`src/rtl/u8u2_pkg.sv`:
```
// Shared types and constants for the UTF-8 to UCS-2 decoder.
`timescale 1ns / 1ps

package u8u2_pkg;

    // Status codes of a result
    localparam logic [2:0] ST_OK        = 3'd0;
    localparam logic [2:0] ST_BAD_LEAD  = 3'd1;
    localparam logic [2:0] ST_BAD_CONT  = 3'd2;
    localparam logic [2:0] ST_INVALID   = 3'd3;
    localparam logic [2:0] ST_TRUNCATED = 3'd4;

    // Byte class bounds
    localparam logic [7:0] ASCII_MAX  = 8'h7f;
    localparam logic [7:0] CONT_MAX   = 8'hbf;
    localparam logic [7:0] LEAD_LIMIT = 8'hfd;
    localparam logic [7:0] LEAD3_MIN  = 8'he0;
    localparam logic [7:0] LEAD4_MIN  = 8'hf0;
    localparam logic [7:0] LEAD5_MIN  = 8'hf8;
    localparam logic [7:0] LEAD6_MIN  = 8'hfc;

    // Code point bounds
    localparam logic [15:0] SURR_LOW  = 16'hd7ff;
    localparam logic [15:0] SURR_HIGH = 16'hdfff;
    localparam logic [15:0] CODE_MAX  = 16'hfffd;
    localparam logic [15:0] MIN_2BYTE = 16'h0080;
    localparam logic [15:0] MIN_3BYTE = 16'h0800;

    // Sequence lengths
    localparam logic [2:0] LEN_2 = 3'd2;
    localparam logic [2:0] LEN_3 = 3'd3;
    localparam logic [2:0] LEN_4 = 3'd4;
    localparam logic [2:0] LEN_5 = 3'd5;
    localparam logic [2:0] LEN_6 = 3'd6;

    // Input item
    typedef struct packed {
        logic [7:0] data_byte;
        logic       end_of_string;
    } byte_item_t;

    // Result item
    typedef struct packed {
        logic [15:0] code_point;
        logic [2:0]  status;
        logic        last_of_string;
    } char_item_t;

    // Decoder state carried between bytes
    typedef struct packed {
        logic [2:0]  pending_count;
        logic [2:0]  sequence_length;
        logic [15:0] accumulator;
    } dec_state_t;

endpackage

```
`src/rtl/u8u2_step.sv`:
```
// Combinational decode of one byte against the current sequence state.
`timescale 1ns / 1ps

module u8u2_step
    import u8u2_pkg::*;
(
    input  dec_state_t cur_state,
    input  byte_item_t item,
    output dec_state_t next_state,
    output logic       emit,
    output char_item_t result
);

    logic [7:0]  b;
    logic        eos;
    logic [15:0] acc_shift;
    logic [2:0]  pend_dec;
    logic        cp_bad;

    assign b         = item.data_byte;
    assign eos       = item.end_of_string;
    assign acc_shift = {cur_state.accumulator[9:0], b[5:0]};
    assign pend_dec  = cur_state.pending_count - 3'd1;

    // Validity of a completed sequence
    always_comb
    begin
        cp_bad = 1'b0;
        if (cur_state.sequence_length >= LEN_4)
            cp_bad = 1'b1;
        else if (acc_shift > SURR_LOW && acc_shift <= SURR_HIGH)
            cp_bad = 1'b1;
        else if (acc_shift > CODE_MAX)
            cp_bad = 1'b1;
        else if (cur_state.sequence_length == LEN_2 && acc_shift < MIN_2BYTE)
            cp_bad = 1'b1;
        else if (cur_state.sequence_length == LEN_3 && acc_shift < MIN_3BYTE)
            cp_bad = 1'b1;
    end

    // Next state and result
    always_comb
    begin
        next_state            = '0;
        emit                  = 1'b0;
        result.code_point     = '0;
        result.status         = ST_OK;
        result.last_of_string = eos;
        if (cur_state.pending_count == 3'd0)
        begin
            // awaiting a lead byte
            if (b <= ASCII_MAX)
            begin
                emit              = 1'b1;
                result.code_point = {8'h00, b};
            end
            else if (b <= CONT_MAX || b >= LEAD_LIMIT)
            begin
                emit          = 1'b1;
                result.status = ST_BAD_LEAD;
            end
            else if (eos)
            begin
                emit          = 1'b1;
                result.status = ST_TRUNCATED;
            end
            else
            begin
                if (b < LEAD3_MIN)
                begin
                    next_state.sequence_length = LEN_2;
                    next_state.accumulator     = {11'd0, b[4:0]};
                end
                else if (b < LEAD4_MIN)
                begin
                    next_state.sequence_length = LEN_3;
                    next_state.accumulator     = {12'd0, b[3:0]};
                end
                else if (b < LEAD5_MIN)
                begin
                    next_state.sequence_length = LEN_4;
                    next_state.accumulator     = {13'd0, b[2:0]};
                end
                else if (b < LEAD6_MIN)
                begin
                    next_state.sequence_length = LEN_5;
                    next_state.accumulator     = {14'd0, b[1:0]};
                end
                else
                begin
                    next_state.sequence_length = LEN_6;
                    next_state.accumulator     = {15'd0, b[0]};
                end
                next_state.pending_count = next_state.sequence_length - 3'd1;
            end
        end
        else if (b[7:6] != 2'b10)
        begin
            // not a continuation byte: drop the sequence and the byte
            emit          = 1'b1;
            result.status = ST_BAD_CONT;
        end
        else if (pend_dec != 3'd0)
        begin
            // more continuation bytes to come
            if (eos)
            begin
                emit          = 1'b1;
                result.status = ST_TRUNCATED;
            end
            else
            begin
                next_state.pending_count   = pend_dec;
                next_state.sequence_length = cur_state.sequence_length;
                next_state.accumulator     = acc_shift;
            end
        end
        else
        begin
            // sequence complete
            emit = 1'b1;
            if (cp_bad)
                result.status = ST_INVALID;
            else
                result.code_point = acc_shift;
        end
    end

endmodule

```
`src/rtl/utf8_to_ucs2_decoder_top.sv`:
```
// Top level of the UTF-8 to UCS-2 stream decoder.
`timescale 1ns / 1ps
//
// Usage
//   byte channel (byte_valid/byte_ready/byte_data): one UTF-8 byte per transfer,
//   with end_of_string set on the last byte of a string.
//   char channel (char_valid/char_ready/char_data): one UCS-2 code point with a
//   status per transfer. Multi-byte leads and inner continuation bytes give no
//   transfer unless marked end_of_string; every byte so marked gives exactly one.
// Timing
//   A byte is held in an input register, decoded by one level of compare and
//   shift logic, and the result lands in the output register, from which it
//   transfers when the receiver is ready.
//   Throughput is one byte per cycle while char_ready keeps the output free,
//   set by the single decode stage.
// Reset
//   rst_n clears both stage valids and the sequence state (awaiting a lead).
// Stall
//   While char_ready is low a waiting result holds; one more byte is taken
//   into the input register if it is empty, after which byte_ready falls.
//
module utf8_to_ucs2_decoder_top
    import u8u2_pkg::*;
(
    input  logic       clk,
    input  logic       rst_n,
    input  logic       byte_valid,
    output logic       byte_ready,
    input  byte_item_t byte_data,
    output logic       char_valid,
    input  logic       char_ready,
    output char_item_t char_data
);

    logic       in_valid_reg;
    byte_item_t in_item_reg;
    dec_state_t state_reg;
    dec_state_t state_next;
    logic       out_valid_reg;
    char_item_t out_item_reg;
    logic       step_emit;
    char_item_t step_result;
    logic       out_free;
    logic       stage_fire;

    // Handshake between the stages
    assign out_free   = !out_valid_reg || char_ready;
    assign stage_fire = in_valid_reg && out_free;
    assign byte_ready = !in_valid_reg || stage_fire;

    u8u2_step u_step (
        .cur_state  (state_reg),
        .item       (in_item_reg),
        .next_state (state_next),
        .emit       (step_emit),
        .result     (step_result)
    );

    // Input register
    always_ff @(posedge clk or negedge rst_n)
    begin
        if (!rst_n)
            in_valid_reg <= 1'b0;
        else if (byte_ready)
            in_valid_reg <= byte_valid;
    end

    always_ff @(posedge clk)
    begin
        if (byte_ready && byte_valid)
            in_item_reg <= byte_data;
    end

    // Sequence state, advanced as each byte is decoded
    always_ff @(posedge clk or negedge rst_n)
    begin
        if (!rst_n)
            state_reg <= '0;
        else if (stage_fire)
            state_reg <= state_next;
    end

    // Output register
    always_ff @(posedge clk or negedge rst_n)
    begin
        if (!rst_n)
            out_valid_reg <= 1'b0;
        else if (out_free)
            out_valid_reg <= stage_fire && step_emit;
    end

    always_ff @(posedge clk)
    begin
        if (stage_fire && step_emit)
            out_item_reg <= step_result;
    end

    assign char_valid = out_valid_reg;
    assign char_data  = out_item_reg;

endmodule

```
`config.mk`:
```
export PLATFORM = sky130hd
export DESIGN_NAME = utf8_to_ucs2_decoder_top
export DESIGN_NICKNAME = d
export VERILOG_FILES = /design/src/rtl/u8u2_pkg.sv /design/src/rtl/u8u2_step.sv /design/src/rtl/utf8_to_ucs2_decoder_top.sv
export SDC_FILE = /design/constraint.sdc
export NUM_CORES = 1
export LEC_CHECK = 0
export BUFFER_PORTS_ARGS = -buffer_cell sky130_fd_sc_hd__buf_2
export CAP_MARGIN = 20
export CORE_MARGIN = 3
export CORE_UTILIZATION = 57
export DETAILED_ROUTE_END_ITERATION = 7
export PLACE_DENSITY_LB_ADDON = 0.25
export SLEW_MARGIN = 10
export SYNTH_ARGS = -nofsm -noshare
export SYNTH_HDL_FRONTEND = slang
export SYNTH_HIERARCHICAL = 1
export SYNTH_SLANG_ARGS = --single-unit
```
`constraint.sdc`:
```
create_clock -name clk -period 3.15 [get_ports clk]
set_input_delay 0.945 -clock clk [delete_from_list [all_inputs] [get_ports clk]]
set_output_delay 0.945 -clock clk [all_outputs]
set_load 0.03 [all_outputs]
```
# Yosys cells after proc, flatten, opt, wreduce, memory -nomap -nowiden

Cells that the tools add are included.

Logic and storage cells: 80
Bits of input ports: 13
Output and inout port bits: 22
Flip-flop bits (word level): 47

Add/sub/neg operators: 2
$lt $le $gt $ge: 13
Equality and inequality tests: 4
Reduce and logical (&&, ||, !) cells: 14
Mux-type cells: 37

Operator list:

| kind                                                          | number |
|---|---|
| two-way mux 22 bit                                            | 7 |
| two-way mux 19 bit                                            | 8 |
| two-way mux 16 bit                                            | 3 |
| > comparator 16 bit (second input constant)                   | 2 |
| less-than comparator 8 bit (second input constant)            | 4 |
| two-way mux 18 bit                                            | 1 |
| <= comparator 16 bit (second input constant)                  | 1 |
| less-than comparator 16 x 12 -> 1 bit (second input constant) | 1 |
| less-than comparator 16 x 8 -> 1 bit (second input constant)  | 1 |
| two-way mux 3 bit                                             | 5 |
| two-way mux 1 bit                                             | 11 |
| greater-or-equal comparator 8 bit (second input constant)     | 1 |
| <= comparator 8 x 7 -> 1 bit (second input constant)          | 1 |
| <= comparator 8 bit (second input constant)                   | 1 |
| two-way mux 8 bit                                             | 1 |
| == test 3 x 2 -> 1 bit (second input constant)                | 2 |
| logical AND 1 bit                                             | 6 |
| subtractor 3 x 1 -> 3 bit (second input constant)             | 2 |
| inequality test 4 x 2 -> 1 bit (second input constant)        | 1 |
| greater-or-equal comparator 3 bit (second input constant)     | 1 |
| logical NOT 3 bit                                             | 1 |
| logical OR 1 bit                                              | 3 |
| nonzero test 3 bit                                            | 1 |
| logical NOT 1 bit                                             | 2 |
| 3 further kinds                                               | 3 |

# Logic depth before layout (Yosys ltp)

Gate-level depths: netlist of the first run.

Depth in word-level cells: 14
Depth in mapped cells: 9
Gate-level depth less buffers: 9

# By module

Netlist of the first run, hierarchy kept.

Modules (own cells, without submodules):

| module                   | seq. area each (um^2) | area an instance (um^2) | times used | cells an instance |
|---|---|---|---|---|
| utf8_to_ucs2_decoder_top | 1471.4                | 1895.6                  | 1          | 86 |
| u8u2_step                | 0.0                   | 640.6                   | 1          | 101 |

# Worst setup path before layout of the first run

Ideal clock, no wire load.

Path type: reg2reg
Start point: register state_reg[19] (netlist name)
End point: register out_item_reg, in the netlist char_data[0], enable pin
Setup slack: 0.509 ns
Stages on the path, launching flop included: 10
Data required time: 2.753 ns
Period minus slack after synthesis: 2.641 ns
Setup time: 0.397 ns
Data arrival time: 2.244 ns
Path buffers: 0
Path through: dfrtp_1 -> inv_1 -> ha_1 -> nor2b_1 -> nor2_1 -> o2bb2ai_1 -> and3b_1 -> inv_1 -> nand2_1 -> nor2_1

Cells in the longest elaborated chain, start to end: 6
Elaborated cells between the ends (all ways): 7
Those cells by class: add/sub (1); mux (3); reduce/logical (3)

Ends and longest elaborated chain:

| item                      | RTL line                       | text |
|---|---|---|
| start: declaration        | utf8_to_ucs2_decoder_top.sv:37 | `dec_state_t state_reg;` |
| start signal: assignment  | utf8_to_ucs2_decoder_top.sv:80 | `state_reg <= state_next;` |
| subtractor 3 x 1 -> 3 bit | u8u2_step.sv:23                | `assign pend_dec = cur_state.pending_count - 3'd1;` |
| nonzero test 3 bit        | u8u2_step.sv:103               | `else if (pend_dec != 3'd0)` |
| two-way mux 1 bit         | u8u2_step.sv:103               |  |
| two-way mux 1 bit         | u8u2_step.sv:97                | `else if (b[7:6] != 2'b10)` |
| two-way mux 1 bit *       | u8u2_step.sv:49                | `if (cur_state.pending_count == 3'd0)` |
| named net step_emit       | utf8_to_ucs2_decoder_top.sv:41 | `logic step_emit;` |
| logical AND 1 bit *       | utf8_to_ucs2_decoder_top.sv:94 | `if (stage_fire && step_emit)` |
| end signal: assignment    | utf8_to_ucs2_decoder_top.sv:95 | `out_item_reg <= step_result;` |
| end: declaration          | utf8_to_ucs2_decoder_top.sv:40 | `char_item_t out_item_reg;` |

The timed path passes the listed nets; every way through them passes the cells marked *.
A chain may end at the register's enable or synchronous reset.

# Final worst setup path of the first run

Start point: input char_ready
End point: output byte_ready

Cells in the longest elaborated chain, start to end: 3

Ends and longest elaborated chain:

| item               | RTL line                       | text |
|---|---|---|
| start: declaration | utf8_to_ucs2_decoder_top.sv:31 | `input logic char_ready,` |
| logical OR 1 bit   | utf8_to_ucs2_decoder_top.sv:47 | `assign out_free = !out_valid_reg \|\| char_ready;` |
| logical AND 1 bit  | utf8_to_ucs2_decoder_top.sv:48 | `assign stage_fire = in_valid_reg && out_free;` |
| logical OR 1 bit   | utf8_to_ucs2_decoder_top.sv:49 | `assign byte_ready = !in_valid_reg \|\| stage_fire;` |
| end: declaration   | utf8_to_ucs2_decoder_top.sv:28 | `output logic byte_ready,` |

Every way passes these cells.

==> reports/qor.txt, run 1 <==
Fmax achieved -> 0.401 GHz
Slew HR -> 55.8%
Pre-antenna DRT Iters -> 4
Hold Fails Final Rpt -> 0
most frequent cells in the layout -> 34 x buf_2, 29 x edfxtp_1, 18 x dfrtp_1, 15 x mux2_4, 10 x nand2_1
first-pass GRT wire length -> 6.93 mm
Worst-Skew Late Latency -> 300 ps
Avg Inst Size Synth -> 13.4 sq um
gpl congestion -> 0.823
number of flip-flops in the largest register -> 20
row cnt -> 22
crit path to -> byte_ready
worst IR drop on VDD -> 0.000386 V
commonest non-fill, non-tap cell in the layout -> buf_2
power density cells -> 534 mW/mm^2
Area growth, synth to finish -> 11.1%
Die Wd -> 69.0 um
Sw Ratio -> 29.0%
Gate Count Post-Synth -> 169
crit start category -> input pin
die height -> 69.0 um
layout cell share with drive strength beyond 1 -> 37.1%
Int Pwr -> 953 uW
total track usage -> 18.2%
Logic pwr share -> 18.9%
final core utilization -> 67.2%
htree depth -> 2
wire length per cell -> 16.2 um
part of the cycle the worst path needs -> 79.2%
CP arrival -> 1550 ps
# setup viols final -> 0
worst r2r src -> state_reg[19]
largest net degree at the start of global routing -> 20
CTS-repair resized insts -> 0
clock share of power -> 25.4%
Core Region -> 0.00374 sq mm
Final Max Tran Viols -> 0
Port Buf Inserts -> 34
Sinks on Clock Net -> 47
setup bufs post-CTS -> 0
vias in the first global route -> 1466
grt total ovfl -> 0
Syn Std Cell Area -> 0.00226 sq mm
initial antenna violation count -> 0
Max clock buf depth -> 2
number of diodes -> 0
Antenna Nets Post-Route -> 0
number of CTS-inserted buffers -> 5
Via-to-Cell Ratio -> 5.73
Crit Path Max Fanout -> 3
Synthesis Warnings -> 6
fillers -> 288
Post-DP Area -> 0.00243 sq mm
routed vias -> 1450
Detailed Place HPWL -> 3.06 mm
Iteration-0 DRC Markers -> 101
reg2reg end -> char_data[17]
nets -> 221
CP required -> 2200 ps
root buffer cell -> clkbuf_8
drc violations -> 0
initial core utilization -> 60.5%
I/O pin count -> 35
clock slew seen by the registers of the worst setup and hold paths -> 80 ps
max-cap viol count -> 0
Hold Startpoint -> state_reg[18]
Net Switching -> 390 uW
crit path launch -> char_ready
Routed WL -> 4.11 mm
CP Class -> in -> out
design area -> 0.00252 sq mm
R2R setup slack -> 730 ps
Seq pwr share -> 55.6%
Tot Pwr -> 1340 uW
cell count after placement -> 245
R2R depth -> 10
status -> finished, final reports clean
worst min-delay path category -> reg -> reg
syn_nets -> 186
die area -> 0.00477 sq mm
post-route setup TNS -> 0 ps
Critical Path End Type -> output pin
# hold bufs at CTS -> 0
crit path time final -> 2490 ps
RSZ-0062 raised after global routing -> false
Worst-Margin Slew -> 661 ps
CTS tree -> done
final non-filler cell total -> 253
Leak -> 0.00112 uW
Clock Skew -> 4.81 ps
[per-stage QoR]
step           hold WS (ps)  worst slack, ps
2_1_floorplan           479              509
3_3_place_gp            492              686
3_5_place_dp            501              652
4_1_cts                 520              649
5_1_grt                 555              590
6_report                521              657
[cell type report]
cell class	instances	area, sq um	area share, %
sequential	47	1320	52.5
clock inverter	3	15.0	0.597
timing repair buffer	35	178	7.06
tap	48	60.1	2.39
multi-input combinational	107	843	33.5
inverter	8	30.0	1.19
clock buffer	5	68.8	2.73
[power by group through the flow]
stage	Combinational, uW	Clock, uW	Sequential (uW)
3_5_place_dp	252	0	761
6_report	254	342	747
5_1_grt	274	374	754
3_3_place_gp	245	0	758
2_1_floorplan	144	0	812
4_1_cts	254	350	748
[worst max-delay path, stage by stage]
cell and delay [ps]:
buf_2 90, and2b_2 210, nand2_1 100, buf_2 200
[routing by layer]
metal  global-route usage (%)  vias to the layer above  wire [um]
met4                     6.51                        0         86
li1                         -                      681          -
met2                     31.7                       41       2110
met5                        0                        -          0
met3                     4.52                       11        172
met1                     21.7                      717       1740
[worst min-delay path by stage]
stage	endpoint	depth (start not counted)
after detailed placement	state_reg[18]	1
after CTS	state_reg[18]	1
final	state_reg[18]	1
after global routing	state_reg[18]	1
after floorplan	state_reg[18]	1
after global placement	state_reg[20]	1
(Power assumes the default switching activity.)
==> run 2, diff against run 1 <==
==> constraint.sdc (replaced) <==
create_clock -name clk -period 2.35 [get_ports clk]
set_input_delay 0.705 -clock clk [delete_from_list [all_inputs] [get_ports clk]]
set_output_delay 0.705 -clock clk [all_outputs]
set_load 0.03 [all_outputs]
==> run 2 against run 1 <==
Register-to-register slack got worse by 510 ps. Clock power grew 40%. Utilization grew 0.97 points. Worst hold slack worse by 200 ps. First-iteration DRC count increased by 0.99%. Largest power group unchanged. Cell area increased by 1.4%. Global-route usage is 0.11 points higher. Wire length rose by 3.2%. Clock skew rose by 5.1 ps. Flip-flop and latch count did not move. Critical path type is now reg -> reg. Die area is the same.
==> reports/qor.txt, run 2 (same netlist as run 1, synthesis figures left out) <==
status -> finished, final reports clean
Fmax achieved -> 0.469 GHz
R2R setup slack -> 220 ps (-510 ps)
commonest non-fill, non-tap cell in the layout -> buf_2
Cell Chain, Critical Path -> inv_1 -> ha_1 -> nor2b_2 -> nor2_1 -> o2bb2ai_1 -> and3b_1 -> inv_1 -> nand2_1 -> nor2_2 -> buf_12
most frequent cells in the layout -> 34 x buf_2, 29 x edfxtp_1, 18 x dfrtp_1, 15 x mux2_4, 10 x nand2_1
design area -> 0.00255 sq mm (+1.4%)
crit start category -> register
worst IR drop on VDD -> 0.000411 V (+6.5%)
gpl congestion -> 0.843 (+2.5%)
crit path time final -> 2130 ps
# setup viols final -> 0 (unchanged)
number of CTS-inserted buffers -> 5 (unchanged)
Port Buf Inserts -> 34 (unchanged)
worst min-delay path category -> in -> async
wire length per cell -> 16.7 um (+2.8%)
Clock Skew -> 9.95 ps (+5.15 ps)
Pre-antenna DRT Iters -> 4 (unchanged)
total track usage -> 18.3% (+0.11 points)
Die Wd -> 69.0 um (unchanged)
nets -> 222 (+0.45%)
CP arrival -> 2140 ps (+590 ps)
reg2reg end -> char_data[16]
slowest cell delay on critical path -> 420 ps (+210 ps)
Worst-Skew Late Latency -> 300 ps (about the same)
final non-filler cell total -> 254 (+0.40%)
CP required -> 2360 ps (+160 ps)
Antenna Nets Post-Route -> 0 (unchanged)
Post-DP Area -> 0.00245 sq mm (+0.93%)
Core Region -> 0.00374 sq mm (unchanged)
layout cell share with drive strength beyond 1 -> 39.8% (+2.7 points)
die height -> 69.0 um (unchanged)
initial core utilization -> 60.5% (unchanged)
Critical Path End Type -> register
Area growth, synth to finish -> 12.7%
max-cap viol count -> 0 (unchanged)
Detailed Place HPWL -> 3.06 mm (about the same)
# hold bufs at CTS -> 0 (unchanged)
power density cells -> 720 mW/mm^2 (+35%)
Routed WL -> 4.24 mm (+3.2%)
setup bufs post-CTS -> 0 (unchanged)
grt total ovfl -> 0 (unchanged)
first-pass GRT wire length -> 6.78 mm (-2.2%)
worst r2r src -> state_reg[19]
crit path launch -> state_reg[19]
Iteration-0 DRC Markers -> 102 (+0.99%)
CTS tree -> done
part of the cycle the worst path needs -> 90.8%
routed vias -> 1432 (-1.2%)
largest net degree at the start of global routing -> 21 (+5.0%)
Leak -> 0.00114 uW (+2.6%)
die area -> 0.00477 sq mm (unchanged)
post-route setup TNS -> 0 ps (unchanged)
crit path to -> char_data[16]
row cnt -> 22 (unchanged)
drc violations -> 0 (unchanged)
Sinks on Clock Net -> 47 (unchanged)
vias in the first global route -> 1402 (-4.4%)
Hold Fails Final Rpt -> 0 (unchanged)
clock slew seen by the registers of the worst setup and hold paths -> 90 ps (about the same)
number of flip-flops in the largest register -> 20 (unchanged)
CP Class -> reg -> reg
Via-to-Cell Ratio -> 5.64 (-1.6%)
number of diodes -> 0 (unchanged)
Slew HR -> 69.3% (+14 points)
Final Max Tran Viols -> 0 (unchanged)
crit path max-delay cell type -> dfrtp_1
fillers -> 280 (-2.8%)
most frequent cell on the critical path -> inv_1
RSZ-0062 raised after global routing -> false
Crit Path Max Fanout -> 20 (+17)
initial antenna violation count -> 0 (unchanged)
cell count after placement -> 246 (+0.41%)
Max clock buf depth -> 2 (unchanged)
R2R depth -> 10 (unchanged)
Worst-Margin Slew -> 458 ps (-203 ps)
htree depth -> 2 (unchanged)
I/O pin count -> 35 (unchanged)
root buffer cell -> clkbuf_8
run 2: worst max-delay path, delay by kind of cell, from the launching register on:
kind / cells / cell delay (ps)
buffers and inverters: 3 / 350
adders and majority gates: 1 / 180
DFF: 1 / 420
and+or+nand+nor: 5 / 760
AOI/OAI and AO/OA: 1 / 140
run 2: worst min-delay path by stage:
stage | start | to | slack (ps) | cells after the start
2_1_floorplan | rst_n | char_valid | 410 | 0
3_5_place_dp | state_reg[20] | state_reg[20] | 500 | 1
5_1_grt | rst_n | state_reg[0] | 340 | 1
4_1_cts | rst_n | state_reg[4] | 340 | 1
3_3_place_gp | state_reg[20] | state_reg[20] | 490 | 1
6_report | rst_n | char_valid | 320 | 1
run 2: per-stage QoR:
stage / util, % / hold slack [ps] / power (uW) / setup WS (ps)
after global routing: 68.2 / 339 / 1910 / 94.0
final: 68.2 / 320 / 1840 / 217
after detailed placement: 65.6 / 497 / 1370 / 132
after global placement: 65.6 / 490 / 1350 / 266
after CTS: 67.9 / 336 / 1840 / 137
after floorplan: - / 409 / 1280 / 31.0
run 2: cell type report:
class / count / area (sq um) / area share (%)
clock buffer: 5 / 68.8 / 2.70
clock inverter: 3 / 18.8 / 0.735
inverter: 8 / 30.0 / 1.18
multi-input combinational: 107 / 856 / 33.5
sequential: 47 / 1320 / 51.8
tap: 48 / 60.1 / 2.35
timing repair buffer: 36 / 198 / 7.75
run 2: repair_timing:
item                                    4_1_cts  5_1_grt
endpoints found under the setup margin        0       20
resized for setup                             0        2
endpoints found under the hold margin         0        0
run 2: where the power goes:
part / total, uW / switching [uW] / internal (uW)
Sequential: 1000 / 46.1 / 958
Clock: 479 / 270 / 210
Combinational: 354 / 225 / 129
run 2: layer usage:
layer / vias to the layer above / track usage [%] / wire, um
li1: 681 / - / -
met1: 702 / 21.5 / 1800
met2: 40 / 30.8 / 2130
met3: 9 / 4.81 / 191
met4: 0 / 9.11 / 116
met5: - / 0 / 0
